### config.mk
export PLATFORM = sky130hd
export DESIGN_NAME = rgb_led_pulse_encoder_core
export DESIGN_NICKNAME = d
export VERILOG_FILES = /design/src/hdl/rlpe_pkg.sv /design/src/hdl/rgb_led_pulse_encoder_core.sv /design/src/hdl/rlpe_front.sv /design/src/hdl/rlpe_queue.sv /design/src/hdl/rlpe_back.sv
export SDC_FILE = /design/constraint.sdc
export NUM_CORES = 1
export LEC_CHECK = 0
export ABC_AREA = 1
export BUFFER_PORTS_ARGS = -buffer_cell sky130_fd_sc_hd__buf_2
export CORE_AREA = 2 2 154 156
export CTS_BUF_LIST = sky130_fd_sc_hd__clkbuf_16
export DETAILED_ROUTE_END_ITERATION = 10
export DIE_AREA = 0 0 156 158
export PLACE_DENSITY = 0.59
export SYNTH_ARGS = -nofsm -noshare
export SYNTH_HDL_FRONTEND = slang
export SYNTH_SLANG_ARGS = --single-unit
### constraint.sdc
create_clock -name clk -period 4.5 [get_ports clk]
set_clock_uncertainty 0.2 [all_clocks]
set_input_delay 0.675 -clock clk [delete_from_list [all_inputs] [get_ports clk]]
set_output_delay 0.675 -clock clk [all_outputs]
set_load 0.03 [all_outputs]
### src/hdl/rlpe_pkg.sv
// Shared types, constants and helpers for the RGB LED pulse encoder.
`default_nettype none

package rlpe_pkg;

    localparam int TICK_W     = 16;
    localparam int GAP_W      = 20;
    localparam int CFG_DATA_W = 20;
    localparam int CFG_IDX_W  = 3;
    localparam int COLOR_W    = 8;
    localparam int PIXEL_W    = 3 * COLOR_W;

    // action codes
    localparam logic ACT_TICK = 1'b0;
    localparam logic ACT_LOAD = 1'b1;

    // configuration register indexes
    localparam logic [CFG_IDX_W-1:0] CFG_ZERO_HIGH = 3'd0;
    localparam logic [CFG_IDX_W-1:0] CFG_ZERO_LOW  = 3'd1;
    localparam logic [CFG_IDX_W-1:0] CFG_ONE_HIGH  = 3'd2;
    localparam logic [CFG_IDX_W-1:0] CFG_ONE_LOW   = 3'd3;
    localparam logic [CFG_IDX_W-1:0] CFG_LATCH_GAP = 3'd4;

    // reset values: 300/900/600/600 ns and 80 us at 10 ns per tick
    localparam logic [TICK_W-1:0] RST_ZERO_HIGH = 16'd30;
    localparam logic [TICK_W-1:0] RST_ZERO_LOW  = 16'd90;
    localparam logic [TICK_W-1:0] RST_ONE_HIGH  = 16'd60;
    localparam logic [TICK_W-1:0] RST_ONE_LOW   = 16'd60;
    localparam logic [GAP_W-1:0]  RST_LATCH_GAP = 20'd8000;

    // classified command passed from front to back
    typedef struct packed {
        logic               is_load;
        logic [PIXEL_W-1:0] pixel;   // green, red, blue; MSB first
    } rlpe_cmd_t;

    // one result transaction
    typedef struct packed {
        logic line_level;
        logic busy_res;
        logic load_rejected;
        logic frame_done;
    } rlpe_res_t;

    // a zero length counts as one tick
    function automatic logic [GAP_W-1:0] at_least_one(input logic [GAP_W-1:0] v);
        logic [GAP_W-1:0] r;
        r = (v == '0) ? GAP_W'(1) : v;
        return r;
    endfunction

endpackage

`default_nettype wire

### src/hdl/rgb_led_pulse_encoder_core.sv
// Top level of the RGB LED pulse encoder: front end, command queue, back end.
//
// One-wire LED serializer for a single pixel. Each input transaction is
// either a pixel load (action = 1) or one line tick (action = 0); every
// transaction produces exactly one result transaction giving the line level,
// busy, load-rejected and frame-done flags after it. A load sends green, red,
// blue MSB first (plus trailing zero bits when BITS_PER_PIXEL > 24), each bit
// as a high then a low phase whose tick counts come from the configuration
// registers, then holds the line low for the latch gap. A load while busy is
// dropped and flagged. Throughput is one transaction per clock while out_stall
// is low: the front end classifies the transaction into a two-entry queue and
// the back end retires one queued command per cycle into the result register
// unless a pending result is stalled, so a transaction passes through the queue
// and then the result register before its result sits on the result ports. The
// queue and the result register let input and output stall independently;
// in_stall rises only when the queue is full. Configuration writes take effect
// at the next phase that starts and should be made while the block is idle.
`default_nettype none

module rgb_led_pulse_encoder_core
    import rlpe_pkg::*;
#(
    parameter int BITS_PER_PIXEL = 24
)
(
    input  wire logic                  clk,
    input  wire logic                  rst_n,

    // configuration write port
    input  wire logic                  cfg_we,
    input  wire logic [CFG_IDX_W-1:0]  cfg_index,
    input  wire logic [CFG_DATA_W-1:0] cfg_data,

    // input channel
    input  wire logic                  in_valid,
    output logic                       in_stall,
    input  wire logic                  action,
    input  wire logic [COLOR_W-1:0]    red,
    input  wire logic [COLOR_W-1:0]    green,
    input  wire logic [COLOR_W-1:0]    blue,

    // result channel
    output logic                       out_valid,
    input  wire logic                  out_stall,
    output logic                       line_level,
    output logic                       busy_res,
    output logic                       load_rejected,
    output logic                       frame_done
);

    rlpe_cmd_t push_data;
    rlpe_cmd_t pop_data;
    logic      q_push;
    logic      q_full;
    logic      q_pop;
    logic      q_valid;
    rlpe_res_t res;

    rlpe_front u_front (
        .in_valid (in_valid),
        .in_stall (in_stall),
        .action   (action),
        .red      (red),
        .green    (green),
        .blue     (blue),
        .q_full   (q_full),
        .q_push   (q_push),
        .q_data   (push_data)
    );

    rlpe_queue u_queue (
        .clk       (clk),
        .rst_n     (rst_n),
        .push      (q_push),
        .push_data (push_data),
        .full      (q_full),
        .pop       (q_pop),
        .pop_valid (q_valid),
        .pop_data  (pop_data)
    );

    rlpe_back #(
        .BITS_PER_PIXEL (BITS_PER_PIXEL)
    ) u_back (
        .clk       (clk),
        .rst_n     (rst_n),
        .cfg_we    (cfg_we),
        .cfg_index (cfg_index),
        .cfg_data  (cfg_data),
        .q_valid   (q_valid),
        .q_data    (pop_data),
        .q_pop     (q_pop),
        .out_valid (out_valid),
        .out_stall (out_stall),
        .res       (res)
    );

    // result fields onto their own ports
    assign line_level    = res.line_level;
    assign busy_res      = res.busy_res;
    assign load_rejected = res.load_rejected;
    assign frame_done    = res.frame_done;

endmodule

`default_nettype wire

### src/hdl/rlpe_front.sv
// Front end: accepts input transactions and classifies them into commands.
`default_nettype none

module rlpe_front
    import rlpe_pkg::*;
(
    input  wire logic               in_valid,
    output logic                    in_stall,
    input  wire logic               action,
    input  wire logic [COLOR_W-1:0] red,
    input  wire logic [COLOR_W-1:0] green,
    input  wire logic [COLOR_W-1:0] blue,
    input  wire logic               q_full,
    output logic                    q_push,
    output rlpe_cmd_t               q_data
);

    assign in_stall = q_full;
    assign q_push   = in_valid && !q_full;

    always_comb
    begin
        q_data.is_load = (action == ACT_LOAD);
        // wire order is green, red, blue
        q_data.pixel   = {green, red, blue};
    end

endmodule

`default_nettype wire

### src/hdl/rlpe_queue.sv
// Two-entry command queue between front and back.
`default_nettype none

module rlpe_queue
    import rlpe_pkg::*;
(
    input  wire logic      clk,
    input  wire logic      rst_n,
    input  wire logic      push,
    input  rlpe_cmd_t      push_data,
    output logic           full,
    input  wire logic      pop,
    output logic           pop_valid,
    output rlpe_cmd_t      pop_data
);

    rlpe_cmd_t   mem_reg [2];
    logic        wr_ptr_reg;
    logic        rd_ptr_reg;
    logic [1:0]  count_reg;
    logic [1:0]  count_next;

    assign full      = (count_reg == 2'd2);
    assign pop_valid = (count_reg != 2'd0);
    assign pop_data  = mem_reg[rd_ptr_reg];

    always_comb
    begin
        count_next = count_reg;
        if (push && !pop)
        begin
            count_next = count_reg + 2'd1;
        end
        else if (pop && !push)
        begin
            count_next = count_reg - 2'd1;
        end
    end

    always_ff @(posedge clk or negedge rst_n)
    begin
        if (!rst_n)
        begin
            wr_ptr_reg <= 1'b0;
            rd_ptr_reg <= 1'b0;
            count_reg  <= 2'd0;
        end
        else
        begin
            if (push)
            begin
                wr_ptr_reg <= ~wr_ptr_reg;
            end
            if (pop)
            begin
                rd_ptr_reg <= ~rd_ptr_reg;
            end
            count_reg <= count_next;
        end
    end

    always_ff @(posedge clk)
    begin
        if (push)
        begin
            mem_reg[wr_ptr_reg] <= push_data;
        end
    end

endmodule

`default_nettype wire

### src/hdl/rlpe_back.sv
// Back end: line timing state machine, config registers and result register.
`default_nettype none

module rlpe_back
    import rlpe_pkg::*;
#(
    parameter int BITS_PER_PIXEL = 24
)
(
    input  wire logic                  clk,
    input  wire logic                  rst_n,
    input  wire logic                  cfg_we,
    input  wire logic [CFG_IDX_W-1:0]  cfg_index,
    input  wire logic [CFG_DATA_W-1:0] cfg_data,
    input  wire logic                  q_valid,
    input  rlpe_cmd_t                  q_data,
    output logic                       q_pop,
    output logic                       out_valid,
    input  wire logic                  out_stall,
    output rlpe_res_t                  res
);

    localparam int BL_W = $clog2(BITS_PER_PIXEL + 1);

    typedef enum logic [1:0] {
        PH_IDLE  = 2'd0,
        PH_HIGH  = 2'd1,
        PH_LOW   = 2'd2,
        PH_LATCH = 2'd3
    } phase_t;

    logic [TICK_W-1:0]         zero_high_reg;
    logic [TICK_W-1:0]         zero_low_reg;
    logic [TICK_W-1:0]         one_high_reg;
    logic [TICK_W-1:0]         one_low_reg;
    logic [GAP_W-1:0]          latch_gap_reg;

    phase_t                    phase_reg,  phase_next;
    logic [GAP_W-1:0]          count_reg,  count_next;
    logic [BITS_PER_PIXEL-1:0] shift_reg,  shift_next;
    logic [BL_W-1:0]           bits_reg,   bits_next;
    logic                      out_valid_reg;
    rlpe_res_t                 res_reg,    res_next;

    logic [GAP_W-1:0]          count_dec;
    logic [BL_W-1:0]           bits_dec;
    logic                      next_bit;

    assign q_pop     = q_valid && (!out_valid_reg || !out_stall);
    assign out_valid = out_valid_reg;
    assign res       = res_reg;

    always_comb
    begin
        phase_next = phase_reg;
        count_next = count_reg;
        shift_next = shift_reg;
        bits_next  = bits_reg;
        res_next   = '0;
        count_dec  = (count_reg != '0) ? count_reg - GAP_W'(1) : count_reg;
        bits_dec   = (bits_reg != '0) ? bits_reg - BL_W'(1) : bits_reg;
        next_bit   = shift_reg[BITS_PER_PIXEL-2];

        if (q_data.is_load)
        begin
            if (phase_reg != PH_IDLE)
            begin
                res_next.load_rejected = 1'b1;
            end
            else
            begin
                // extra trailing bits go out as zeros
                shift_next = BITS_PER_PIXEL'(q_data.pixel) << (BITS_PER_PIXEL - PIXEL_W);
                bits_next  = BL_W'(BITS_PER_PIXEL);
                phase_next = PH_HIGH;
                count_next = at_least_one(q_data.pixel[PIXEL_W-1] ?
                                          GAP_W'(one_high_reg) : GAP_W'(zero_high_reg));
            end
        end
        else if (phase_reg != PH_IDLE)
        begin
            count_next = count_dec;
            if (count_dec == '0)
            begin
                case (phase_reg)
                    PH_HIGH:
                    begin
                        phase_next = PH_LOW;
                        count_next = at_least_one(shift_reg[BITS_PER_PIXEL-1] ?
                                                  GAP_W'(one_low_reg) : GAP_W'(zero_low_reg));
                    end
                    PH_LOW:
                    begin
                        shift_next = shift_reg << 1;
                        bits_next  = bits_dec;
                        if (bits_dec != '0)
                        begin
                            phase_next = PH_HIGH;
                            count_next = at_least_one(next_bit ?
                                                      GAP_W'(one_high_reg) :
                                                      GAP_W'(zero_high_reg));
                        end
                        else
                        begin
                            phase_next = PH_LATCH;
                            count_next = at_least_one(latch_gap_reg);
                        end
                    end
                    PH_LATCH:
                    begin
                        phase_next          = PH_IDLE;
                        count_next          = '0;
                        res_next.frame_done = 1'b1;
                    end
                    default:
                    begin
                        phase_next = PH_IDLE;
                    end
                endcase
            end
        end

        res_next.line_level = (phase_next == PH_HIGH);
        res_next.busy_res   = (phase_next != PH_IDLE);
    end

    always_ff @(posedge clk or negedge rst_n)
    begin
        if (!rst_n)
        begin
            zero_high_reg <= RST_ZERO_HIGH;
            zero_low_reg  <= RST_ZERO_LOW;
            one_high_reg  <= RST_ONE_HIGH;
            one_low_reg   <= RST_ONE_LOW;
            latch_gap_reg <= RST_LATCH_GAP;
            phase_reg     <= PH_IDLE;
            count_reg     <= '0;
            shift_reg     <= '0;
            bits_reg      <= '0;
            out_valid_reg <= 1'b0;
            res_reg       <= '0;
        end
        else
        begin
            if (cfg_we)
            begin
                case (cfg_index)
                    CFG_ZERO_HIGH: zero_high_reg <= cfg_data[TICK_W-1:0];
                    CFG_ZERO_LOW:  zero_low_reg  <= cfg_data[TICK_W-1:0];
                    CFG_ONE_HIGH:  one_high_reg  <= cfg_data[TICK_W-1:0];
                    CFG_ONE_LOW:   one_low_reg   <= cfg_data[TICK_W-1:0];
                    CFG_LATCH_GAP: latch_gap_reg <= cfg_data[GAP_W-1:0];
                    default:       ;
                endcase
            end

            if (q_pop)
            begin
                phase_reg     <= phase_next;
                count_reg     <= count_next;
                shift_reg     <= shift_next;
                bits_reg      <= bits_next;
                res_reg       <= res_next;
                out_valid_reg <= 1'b1;
            end
            else if (!out_stall)
            begin
                out_valid_reg <= 1'b0;
            end
        end
    end

endmodule

`default_nettype wire
After elaboration in Yosys (flattened, before gate mapping)
Memories as Yosys holds them, arrays and structs flattened.
Cells that the tools add are included.
W data, S select, Z words.

operators by class
  magnitude comparators = 0
  reductions and logical operators = 33
  div/mod/pow operators = 0
  bitwise gates (word level) = 2
  multiplexer cells = 43
  eq/ne operators = 11
  multipliers = 0
  shift-type cells = 0
  add/sub/neg operators = 4

operator list
  kind                     number
  $mux W20                 10
  $mux W24                 5
  $logic_not A20 Y1        5
  $pmux W20 S3             1
  $mux W16                 3
  $mux W5                  6
  $reduce_bool A20 Y1      1
  $sub A20 B1 Y20 const B  1
  $mux W2                  7
  $reduce_bool A2 Y1       7
  $mux W1                  10
  $reduce_and A2 Y1        5
  $reduce_bool A5 Y1       2
  $eq A2 B2 Y1 const B     3
  $eq A3 B2 Y1 const B     2
  $logic_not A1 Y1         5
  $reduce_and A5 Y1        1
  $sub A5 B1 Y5 const B    1
  $eq A2 B1 Y1 const B     2
  $logic_and A1 B1 Y1      4
  $pmux W2 S2              1
  $eq A3 B1 Y1 const B     1
  $eq A3 B3 Y1 const B     1
  $logic_not A3 Y1         1
  7 further kinds          8

storage, ports and cells
  bits of input ports = 53
  memories kept = 1
  register bits = 144
  output and inout bits = 6
  word-level logic and storage cells = 111
  bits in read-only memories = 0
  latch bits = 0
  RAM bits = 50

memories
  memory           depth  width  rd ports  clocked after memory_dff  wr ports  line              RTL
  u_queue.mem_reg  2      25     1         0                         1         rlpe_queue.sv:17  rlpe_cmd_t mem_reg [2];

Longest topological paths before layout
Gate-level depths: netlist of the first run.

  depth after elaboration = 9
  mapped depth = 17
  gate-level depth less buffers = 17

Modules after synthesis
From an unflattened synthesis of the first run, not the netlist that was laid out.

unflattened totals
  cells, all modules = 1183
  area, all modules = 10462.5 µm²

modules (own cells, without submodules)
  module      area each (µm²)  cells an instance  seq. area each (µm²)  times used
  rlpe_back   8145.3           1052               3530.9                1
  rlpe_queue  2112.0           103                1601.5                1
  rlpe_front  205.2            28                 0.0                   1

Least setup slack after synthesis of the first run
No wires, ideal clock.

  path type = reg2reg
  start = reg u_queue.rd_ptr_reg
  end = reg u_back.shift_reg[10]
  data required time = 4.181 ns
  setup time = 0.119 ns
  path buffers = 3
  cell stages (with the launch flop) = 13
  clock period less this slack = 2.544 ns
  setup slack = 1.956 ns
  arrival time = 2.224 ns
  cells stage by stage = dfrtp_1 buf_2 clkinv_1 nand2_1 nand2_1 inv_1 clkbuf_1 ha_1 a211oi_1 nand3_4 buf_6 a21oi_2 a21oi_2

on the way
  cells in the longest elaborated chain, start to end = 3
  elaborated cells between the ends (all ways) = 8
  those cells by class = eq/ne (1); mux (2); reduce/logical (4); memory (1)

RTL lines
  what                                                     line              RTL
  start, declared                                          rlpe_queue.sv:19  logic rd_ptr_reg;
  start signal, assigned                                   rlpe_queue.sv:56  rd_ptr_reg <= ~rd_ptr_reg;
  $mem_v2 Z2 W25 *                                         n/a
  $ne A2 B2 Y1 (no line) (tied with other cells)           n/a
  $reduce_and A5 Y1 (no line) or $mux W24 (tied branches)  n/a
  end signal, assigned                                     rlpe_back.sv:161  shift_reg <= shift_next;
  end, declared                                            rlpe_back.sv:40   logic [BITS_PER_PIXEL-1:0] shift_reg, shift_next;

Mark *: on every way between the ends. The rest lies on a longest branch, timed or not. The select of a mux whose other input is x is not followed.
A chain may end at the register's enable or synchronous reset.

Worst setup path in the final report of the first run
  start = reg u_back.count_reg[0]
  end = reg u_back.shift_reg[3]

on the way
  cells in the longest elaborated chain, start to end = 5
  elaborated cells between the ends (all ways) = 6
  those cells by class = add/sub (1); mux (1); reduce/logical (4)

RTL lines
  what                                                    line              RTL
  start, declared                                         rlpe_back.sv:39   logic [GAP_W-1:0] count_reg, count_next;
  start signal, assigned                                  rlpe_back.sv:160  count_reg <= count_next;
  $sub A20 B1 Y20 or $reduce_bool A20 Y1 (tied branches)  rlpe_back.sv:60   count_dec = (count_reg != '0) ? count_reg - GAP_W'(1) : count_reg;
  $mux W20 *                                              rlpe_back.sv:60
  $logic_not A20 Y1 *                                     rlpe_back.sv:83   if (count_dec == '0)
  $reduce_bool A2 Y1 (no line) *                          n/a
  $reduce_and A5 Y1 (no line) *                           n/a

Mark *: on every way between the ends. The rest lies on a longest branch, timed or not.

==> impl_metrics.tcl, run 1 <==
set metrics [dict create \
    largest_reg_flops 50 \
    synth_nets 1279 \
    port_buffers 58 \
    ys_types 42 \
    cp-start-kind "flip-flop" \
    yosysTopAreaCellShare_pct 30.1 \
    post_drt_wl_per_cell_um 16.2 \
    synth.avg_cell_area_um2 8.35 \
    final_layout_size_suffix_gt1_share_pct 15.8 \
    initial_utilization_pct 44.0 \
    crit_required_ps 4600 \
    syn_to_final_growth_pct 10.6 \
    grt_max_degree 101 \
    min_period_over_period_pct 80.2 \
    end_kind "flip-flop" \
    dr.pass1.iters 5 \
    dpl.hpwl_um 17800 \
    worstMarginPinSlew_ps 1110 \
    viasPerCell 5.18 \
    leakage_nw 5.15 \
    setup_ws_ps 892 \
    grt_pass1_vias 7563 \
    finalHoldViolCount 0 \
    ir_drop_mv 0.308 \
    die_y_um 158 \
    core_area_um2 23100 \
    globalRouteTotalUtil_pct 21.5 \
    drc_errors 0 \
    vias 8042 \
    post_cts_buffers 0 \
    cts_sinks 194 \
    slew_violations 0 \
    cts_buffer_depth 2 \
    power.density_nw_per_um2 658 \
    rsz0062_at_grt "false" \
    clkTransAtPathRegs_ps 70 \
    dieArea_um2 24600 \
    fmax_ghz 0.277 \
    slowest_delay_ps 610 \
    path_max_fanout 53 \
    post_cts_resized 0 \
    period_needed_ps 3610 \
    cts_tree "built" \
    synth_flop_cell "dfrtp_1" \
    synth_common_cells "nand2_1 (351), o21ai_0 (156), dfrtp_1 (122)" \
    gp_congestion 0.939 \
    cts_root_buf "clkbuf_16" \
    dr.first_iter.drc_count 648 \
    grt_pass1_wl_um 41200 \
    numCtsBuffers 17 \
    grt_antenna_before_repair 0 \
    synth_area_leader_cell "dfrtp_1" \
    synth_edf_count 50 \
    ys_async_sr_fraction_pct 74.2 \
    arrival_ps 3710 \
    crit_type "flip-flop to flip-flop" \
    yosysSeqAreaShare_pct 50.6 \
    cp_cell_sequence "inv_1, ha_1, nand2_4, nor2_8, nand3_4, nand2_1, nand3_1, nor2_2, nand2_2, nand2_2, nand3_4, a21oi_1, a21oi_2" \
    clk_latency_ps 440 \
    status "finished, final reports clean" \
    placed_cells 1521 \
    drt_wl_total_um 25200 \
    synthCells 1215 \
    die_w_um 156 \
    cp_slowest_cell "nand3_4" \
    grt_overflow 0 \
    antenna_cells 0 \
    drv_cap 0 \
    cts_max_level 4 \
    ant_nets 0 \
    yosysWarnings 0 \
    nNetsFinal 1314 \
    synth-seq-cells 194 \
    netlist_top_cells_area "dfrtp_1 (30%), edfxtp_1 (15%), nand2_1 (13%)" \
    tns_ps 0 \
    finalSetupViolations 0 \
    fin_cells 1553 \
    hold_path_class "input pin to async pin" \
    slew_headroom_pct 25.9 \
    rows 56 \
    pre_cts_ws_ps 926 \
    synth.cell_area_um2 10100 \
    synthMostInstantiatedCell "nand2_1" \
    cts_hold_buf 0 \
    io_pins 59 \
]
==> final timing paths <==
| path | startpoint | end | slack [ps] | cells past startpoint |
|---|---|---|---|---|
| worst min-delay path | rst_n | u_back.count_reg[19] | 160 | 1 |
| max in group asynchronous | rst_n | u_back.zero_high_reg[4] | 3110 | 2 |
| worst min register to register | u_back.res[0] | u_back.res[0] | 280 | 2 |
| worst max-delay path | u_back.count_reg[0] | u_back.shift_reg[3] | 890 | 13 |
| worst max register to register | u_back.count_reg[0] | u_back.shift_reg[3] | 890 | 13 |
| min in group clk | red[7] | u_queue.mem_reg[1][15] | 220 | 1 |
==> through the flow <==
| stage | cell area (um^2) | power [W] | util (%) | hold WS [ps] |
|---|---|---|---|---|
| finish | 11200 | 0.00739 | 48.7 | 158 |
| global placement | 10600 | 0.00587 | 46.2 | 261 |
| CTS | 11200 | 0.00743 | 48.7 | 205 |
| detailed placement | 10600 | 0.00588 | 46.2 | 268 |
| global route | 11200 | 0.00797 | 48.7 | 202 |
| floorplan | 10100 | 0.00500 | - | 179 |
==> per-layer routing <==
metal  GRT usage [%]  up-vias  part of all wire (%)
li1                -     4048                     -
met1            32.0     3800                    51
met2            33.0      172                    44
met3            3.39       22                   4.3
met4            5.42        0                   1.2
met5               0        -                     0
==> cell type report <==
| type | instances | area, um^2 |
|---|---|---|
| Clock buffer | 17 | 425 |
| Clock inverter | 15 | 154 |
| Fill cell | 2253 | 11800 |
| Inverter | 126 | 473 |
| Multi-Input combinational cell | 843 | 4290 |
| Sequential cell | 194 | 5130 |
| Tap cell | 290 | 363 |
| Timing Repair Buffer | 68 | 384 |
==> power breakdown <==
group          switching [W]  internal [W]  total (W)
combinational        0.00224      0.000983    0.00322
clock               0.000697      0.000826    0.00152
sequential          0.000320       0.00233    0.00265
total                0.00326       0.00413    0.00739
==> placed cells by master (no fill, tap or decap), types with 27 or more instances in the layout <==
cell type,netlist,layout
inv_1,121,124
dfrtp_1,122,122
nand2_1,351,351
nor2_1,66,64
a21oi_2,43,43
edfxtp_1,50,50
o21ai_0,156,156
nand3_1,53,53
o21ai_1,27,27
buf_2,3,57
==> cell families after synthesis <==
| logic type | synth area share, % |
|---|---|
| buf+inv | 7.22 |
| mux | 1.53 |
| simple gates | 24.0 |
| compound gates | 14.5 |
| flops | 50.6 |
| fa+ha+maj | 1.36 |
| xor+xnor | 0.863 |
==> worst max-delay path: cells and delay by family, from the launching register on <==
kind	cells	cell delay, ps
flops	1	390
compound gates	2	490
fa+ha+maj	1	290
buf+inv	1	100
simple gates	9	1950
(Power assumes the default switching activity.)
==> run 2: changes to the inputs <==
==> constraint.sdc (replaced) <==
create_clock -name clk -period 3.6 [get_ports clk]
set_clock_uncertainty 0.2 [all_clocks]
set_input_delay 0.54 -clock clk [delete_from_list [all_inputs] [get_ports clk]]
set_output_delay 0.54 -clock clk [all_outputs]
set_load 0.03 [all_outputs]
==> run 2 against run 1 <==
Core utilization increased by 0.28 points. Total power increased by 25%. Critical path type unchanged. Critical path depth increased by 3.
==> impl_metrics.tcl, run 2 (synthesis results as in run 1) <==
set metrics [dict create \
    r2r_end "u_back.shift_reg[22]" \
    arrival_ps 3440 \
    leakage_nw 5.18 \
    initial_utilization_pct 44.0 \
    io_pins 59 \
    post_cts_resized 0 \
    cp_num_buf_inv 1 \
    globalRouteTotalUtil_pct 22.1 \
    crit_family "simple AND/OR/NAND/NOR gates" \
    drv_cap 0 \
    finalHoldViolCount 0 \
    r2r_slack_ps 320 \
    sw_frac_of_total_pct 45.0 \
    finalSetupViolations 0 \
    grt_pass1_wl_um 42100 \
    syn_to_final_growth_pct 11.3 \
    power.share.sequential_pct 35.7 \
    viasPerCell 5.22 \
    drt_wl_total_um 25800 \
    ant_nets 0 \
    slowest_delay_ps 620 \
    slew_headroom_pct 27.9 \
    die_y_um 158 \
    antenna_cells 0 \
    fin_cells 1567 \
    clkTransAtPathRegs_ps 80 \
    die_w_um 156 \
    grt_overflow 0 \
    n_fill_cell 2245 \
    final_common_cell "nand2_1" \
    dieArea_um2 24600 \
    worstMarginPinSlew_ps 1080 \
    numCtsBuffers 17 \
    p_comb_share_pct 44.8 \
    hold_ws_ps 86.2 \
    nNetsFinal 1328 \
    clk_latency_ps 440 \
    tns_ps 0 \
    cts_sinks 194 \
    power.density_nw_per_um2 818 \
    grt_pass1_vias 7842 \
    post_drt_wl_per_cell_um 16.5 \
    drc_errors 0 \
    largest_reg_flops 50 \
    report.power.total_w 0.00924 \
    hold_path_class "input pin to flip-flop" \
    port_buffers 58 \
    setup_ws_ps 322 \
    min_period_over_period_pct 91.1 \
    dr.pass1.iters 6 \
    crit-reg2reg-launch "u_back.count_reg[9]" \
    vias 8185 \
    final_cell_mix "nand2_1 (351), o21ai_0 (156), inv_1 (122), dfrtp_1 (122), nor2_1 (64)" \
    cts_root_buf "clkbuf_16" \
    pwr-share-clk_pct 19.5 \
    r2r_cells 16 \
    hp-start "green[0]" \
    cts_max_level 4 \
    cp_slowest_cell "buf_4" \
    cp_cell_sequence "nor2_1, nand2_1, nor2_4, nand3_4, nand2_1, nand2_1, nand2_1, nor2_1, nand2_1, nor2_4, nand2_2, nand2_2, nand3_4, buf_4, a21oi_1, a21oi_2" \
    cp-start-kind "flip-flop" \
    rsz0062_at_grt "false" \
    grt_max_degree 80 \
    p_int_w 0.00508 \
    hold_depth 1 \
    dpl.hpwl_um 18300 \
    slew_violations 0 \
    ir_drop_mv 0.359 \
    rows 56 \
    period_needed_ps 3280 \
    crit_type "flip-flop to flip-flop" \
    crit_required_ps 3760 \
    cts_buffer_depth 2 \
    cts_tree "built" \
    fmax_ghz 0.305 \
    core_area_um2 23100 \
    placed_cells 1534 \
    hold-path-endpoint "u_queue.mem_reg[0][16]" \
    cpMostUsedCell "nand2_1" \
    grt_antenna_before_repair 0 \
    gp_congestion 0.928 \
    status "finished, final reports clean" \
    end_kind "flip-flop" \
    path_max_fanout 53 \
    final_layout_size_suffix_gt1_share_pct 16.7 \
    p_sw_w 0.00416 \
    pre_cts_ws_ps 398 \
    dr.first_iter.drc_count 627 \
]
==> run 2: cell count changes in the layout (fill, tap and decap cells not counted), sizes merged <==
cell	change
inv	-3
clkinvlp	+1
buf	+13
dlygate4sd3	+1
bufinv	-2
clkinv	+4
==> run 2: what timing repair did <==
item | in CTS | in global routing
hold buffers | 1 | 0
hold endpoints to repair | 32 | 0
buffers inserted | 0 | 0
==> run 2: layer usage <==
| layer | global-route usage, % | up-vias | share of wire [%] |
|---|---|---|---|
| met3 | 3.48 | 31 | 4.0 |
| met5 | 0 | - | 0 |
| met4 | 6.51 | 0 | 1.8 |
| met2 | 35.2 | 201 | 46 |
| li1 | - | 4082 | - |
| met1 | 31.3 | 3871 | 48 |
==> run 2: stage by stage <==
step,cell area (um^2),utilization [%]
finish,11300,49.0
floorplan,10100,-
global route,11300,49.0
detailed placement,10700,46.5
CTS,11300,49.0
global placement,10700,46.5
==> run 2: how the worst max path moves through the flow <==
stage	from	endpoint	slack (ps)	depth (start not counted)
2_1_floorplan	u_queue.rd_ptr_reg	u_back.shift_reg[10]	1060	12
6_report	u_back.count_reg[9]	u_back.shift_reg[22]	320	16
4_1_cts	u_back.count_reg[0]	u_back.shift_reg[22]	380	17
5_1_grt	u_back.count_reg[9]	u_back.shift_reg[2]	80	16
3_3_place_gp	u_back.count_reg[0]	u_back.shift_reg[3]	430	17
3_5_place_dp	u_back.count_reg[0]	u_back.shift_reg[22]	400	17
==> run 2: cell type report <==
| class | instances | area, um^2 | area share, % |
|---|---|---|---|
| tap | 290 | 363 | 3.21 |
| clock inverter | 15 | 129 | 1.14 |
| inverter | 126 | 473 | 4.19 |
| multi-input combinational | 843 | 4290 | 38.0 |
| sequential | 194 | 5130 | 45.5 |
| clock buffer | 17 | 425 | 3.77 |
| timing repair buffer | 82 | 479 | 4.25 |
==> run 2: power groups by stage <==
stage	clock [W]	sequential, W	combinational (W)
floorplan	0	0.00324	0.00301
global route	0.00193	0.00338	0.00467
detailed placement	0	0.00333	0.00411
CTS	0.00184	0.00329	0.00413
finish	0.00180	0.00329	0.00414
global placement	0	0.00332	0.00411
==> run 3: changes to the inputs <==
--- a/config.mk
+++ b/config.mk
@@ -7,11 +7,11 @@
 export LEC_CHECK = 0
 export ABC_AREA = 1
 export BUFFER_PORTS_ARGS = -buffer_cell sky130_fd_sc_hd__buf_2
-export CORE_AREA = 2 2 154 156
+export CORE_AREA = 2 2 134 136
 export CTS_BUF_LIST = sky130_fd_sc_hd__clkbuf_16
 export DETAILED_ROUTE_END_ITERATION = 10
-export DIE_AREA = 0 0 156 158
-export PLACE_DENSITY = 0.59
+export DIE_AREA = 0 0 136 138
+export PLACE_DENSITY = 0.75
 export SYNTH_ARGS = -nofsm -noshare
 export SYNTH_HDL_FRONTEND = slang
 export SYNTH_SLANG_ARGS = --single-unit
==> run 3 against run 2 <==
Maximum frequency rose by 0.73%. Cell area shrank 0.38%. Combinational power is 2% lower. Wire length down 4.7%. Final cell count fell by 4.1%. Register-to-register slack better by 20 ps. Flip-flop and latch count did not move. Global-route usage is 5.5 points higher. Die area decreased by 24%. Clock-buffer cell count grew 2. Worst hold slack lost 5.8 ps.
==> impl_metrics.tcl, run 3 (synthesis results as in run 1) <==
set metrics [dict create \
    final_layout_size_suffix_gt1_share_pct 16.7 \
    antenna_cells 0 \
    rsz0062_at_grt "false" \
    gp_congestion 0.948 \
    globalRouteTotalUtil_pct 27.6 \
    post_cts_resized 0 \
    syn_to_final_growth_pct 10.8 \
    cp_num_buf_inv 2 \
    numCtsBuffers 17 \
    drt_wl_total_um 24600 \
    crit_type "flip-flop to flip-flop" \
    final_cell_mix "nand2_1 (351), o21ai_0 (156), inv_1 (122), dfrtp_1 (122), nor2_1 (64)" \
    core_area_um2 17500 \
    dpl-instance-area_um2 10600 \
    io_pins 59 \
    port_buffers 58 \
    arrival_ps 3410 \
    clk_latency_ps 440 \
    initial_utilization_pct 57.9 \
    ir_drop_mv 0.457 \
    worstMarginPinSlew_ps 1020 \
    die_y_um 138 \
    rows 49 \
    grt_max_degree 59 \
    clkTransAtPathRegs_ps 80 \
    finalSetupViolations 0 \
    post_drt_wl_per_cell_um 16.3 \
    dieArea_um2 18800 \
    cp-start-kind "flip-flop" \
    grt_pass1_vias 8002 \
    cts_max_level 4 \
    slew_violations 0 \
    cp_slowest_cell "buf_4" \
    drv_cap 0 \
    crit_required_ps 3760 \
    viasPerCell 5.56 \
    die_w_um 136 \
    power.density_nw_per_um2 825 \
    nNetsFinal 1325 \
    register_area_um2 5130 \
    cts_buffer_depth 2 \
    slowest_delay_ps 620 \
    grt_pass1_wl_um 40900 \
    drc_errors 0 \
    grt_antenna_before_repair 0 \
    dpl.hpwl_um 17700 \
    fmax_ghz 0.307 \
    final_core_util_pct 64.1 \
    hold_path_class "input pin to flip-flop" \
    largest_reg_flops 50 \
    fin_area_um2 11200 \
    grt_overflow 0 \
    pre_cts_ws_ps 387 \
    path_max_fanout 53 \
    tns_ps 0 \
    period_needed_ps 3250 \
    min_period_over_period_pct 90.4 \
    dr.pass1.iters 7 \
    status "finished, final reports clean" \
    cpMostUsedCell "nand2_1" \
    ant_nets 0 \
    slew_headroom_pct 31.6 \
    cp_cell_sequence "inv_1, ha_1, nand2_4, nor2_8, nand3_4, nand2_1, nand2_1, nand2_1, nor2_1, nand2_1, nor2_4, nand2_2, nand2_2, nand3_4, buf_4, a21oi_1, a21oi_2" \
    leakage_nw 5.19 \
    finalHoldViolCount 0 \
    final_common_cell "nand2_1" \
    n_fill_cell 1577 \
    setup_ws_ps 346 \
    dr.first_iter.drc_count 805 \
    crit_family "simple AND/OR/NAND/NOR gates" \
    vias 8361 \
    cts_sinks 194 \
    report.power.total_w 0.00927 \
    end_kind "flip-flop" \
    cts_root_buf "clkbuf_16" \
    cts_tree "built" \
    multi_input_area_um2 4290 \
]
## run 3: cell types whose count changed in the layout (fill, tap and decap cells not counted), sizes merged
cell,before,now
buf,81,78
clkbuf,17,19
clkinv,12,11
inv,127,126
## run 3: report_power, final
group	internal, W	switching (W)	total, W
combinational	0.00127	0.00280	0.00407
sequential	0.00290	0.000417	0.00332
clock	0.000992	0.000893	0.00188
## run 3: repair_timing
action | CTS | global route
hold endpoints to repair | 43 | 0
setup endpoints to repair | 0 | 0
hold buffers | 1 | 0
setup buffers | 0 | 0
## run 3: cell type report
cell class,count,share of cell area (%)
Sequential cell,194,45.6
Multi-Input combinational cell,843,38.1
Clock buffer,19,4.23
Inverter,126,4.21
Timing Repair Buffer,79,4.17
Tap cell,229,2.55
Clock inverter,13,1.09
## run 3: routing by layer
| metal | GRT usage [%] | vias up | share of wire, % |
|---|---|---|---|
| li1 | - | 4067 | - |
| met1 | 39.3 | 3960 | 45 |
| met2 | 43.6 | 288 | 47 |
| met3 | 4.95 | 46 | 6.4 |
| met4 | 7.79 | 0 | 2.1 |
| met5 | 0 | - | 0 |
## run 3: final timing paths
check | from | to | slack (ps) | cells after the start
max | u_back.count_reg[0] | u_back.shift_reg[22] | 350 | 17
min | green[2] | u_queue.mem_reg[1][18] | 80 | 1
min reg2reg | u_back.res[0] | u_back.res[0] | 280 | 2
max reg2reg | u_back.count_reg[0] | u_back.shift_reg[22] | 350 | 17
max in group asynchronous | rst_n | u_back.latch_gap_reg[6] | 1880 | 3
min in group asynchronous | rst_n | u_back.count_reg[16] | 420 | 2
## run 3: through the flow
step | std cells | hold slack, ps
final | 1503 | 80.4
after floorplan | 1215 | 44.4
after global placement | 1470 | 260
after global routing | 1503 | 70.8
after detailed placement | 1470 | 268
after CTS | 1503 | 69.4
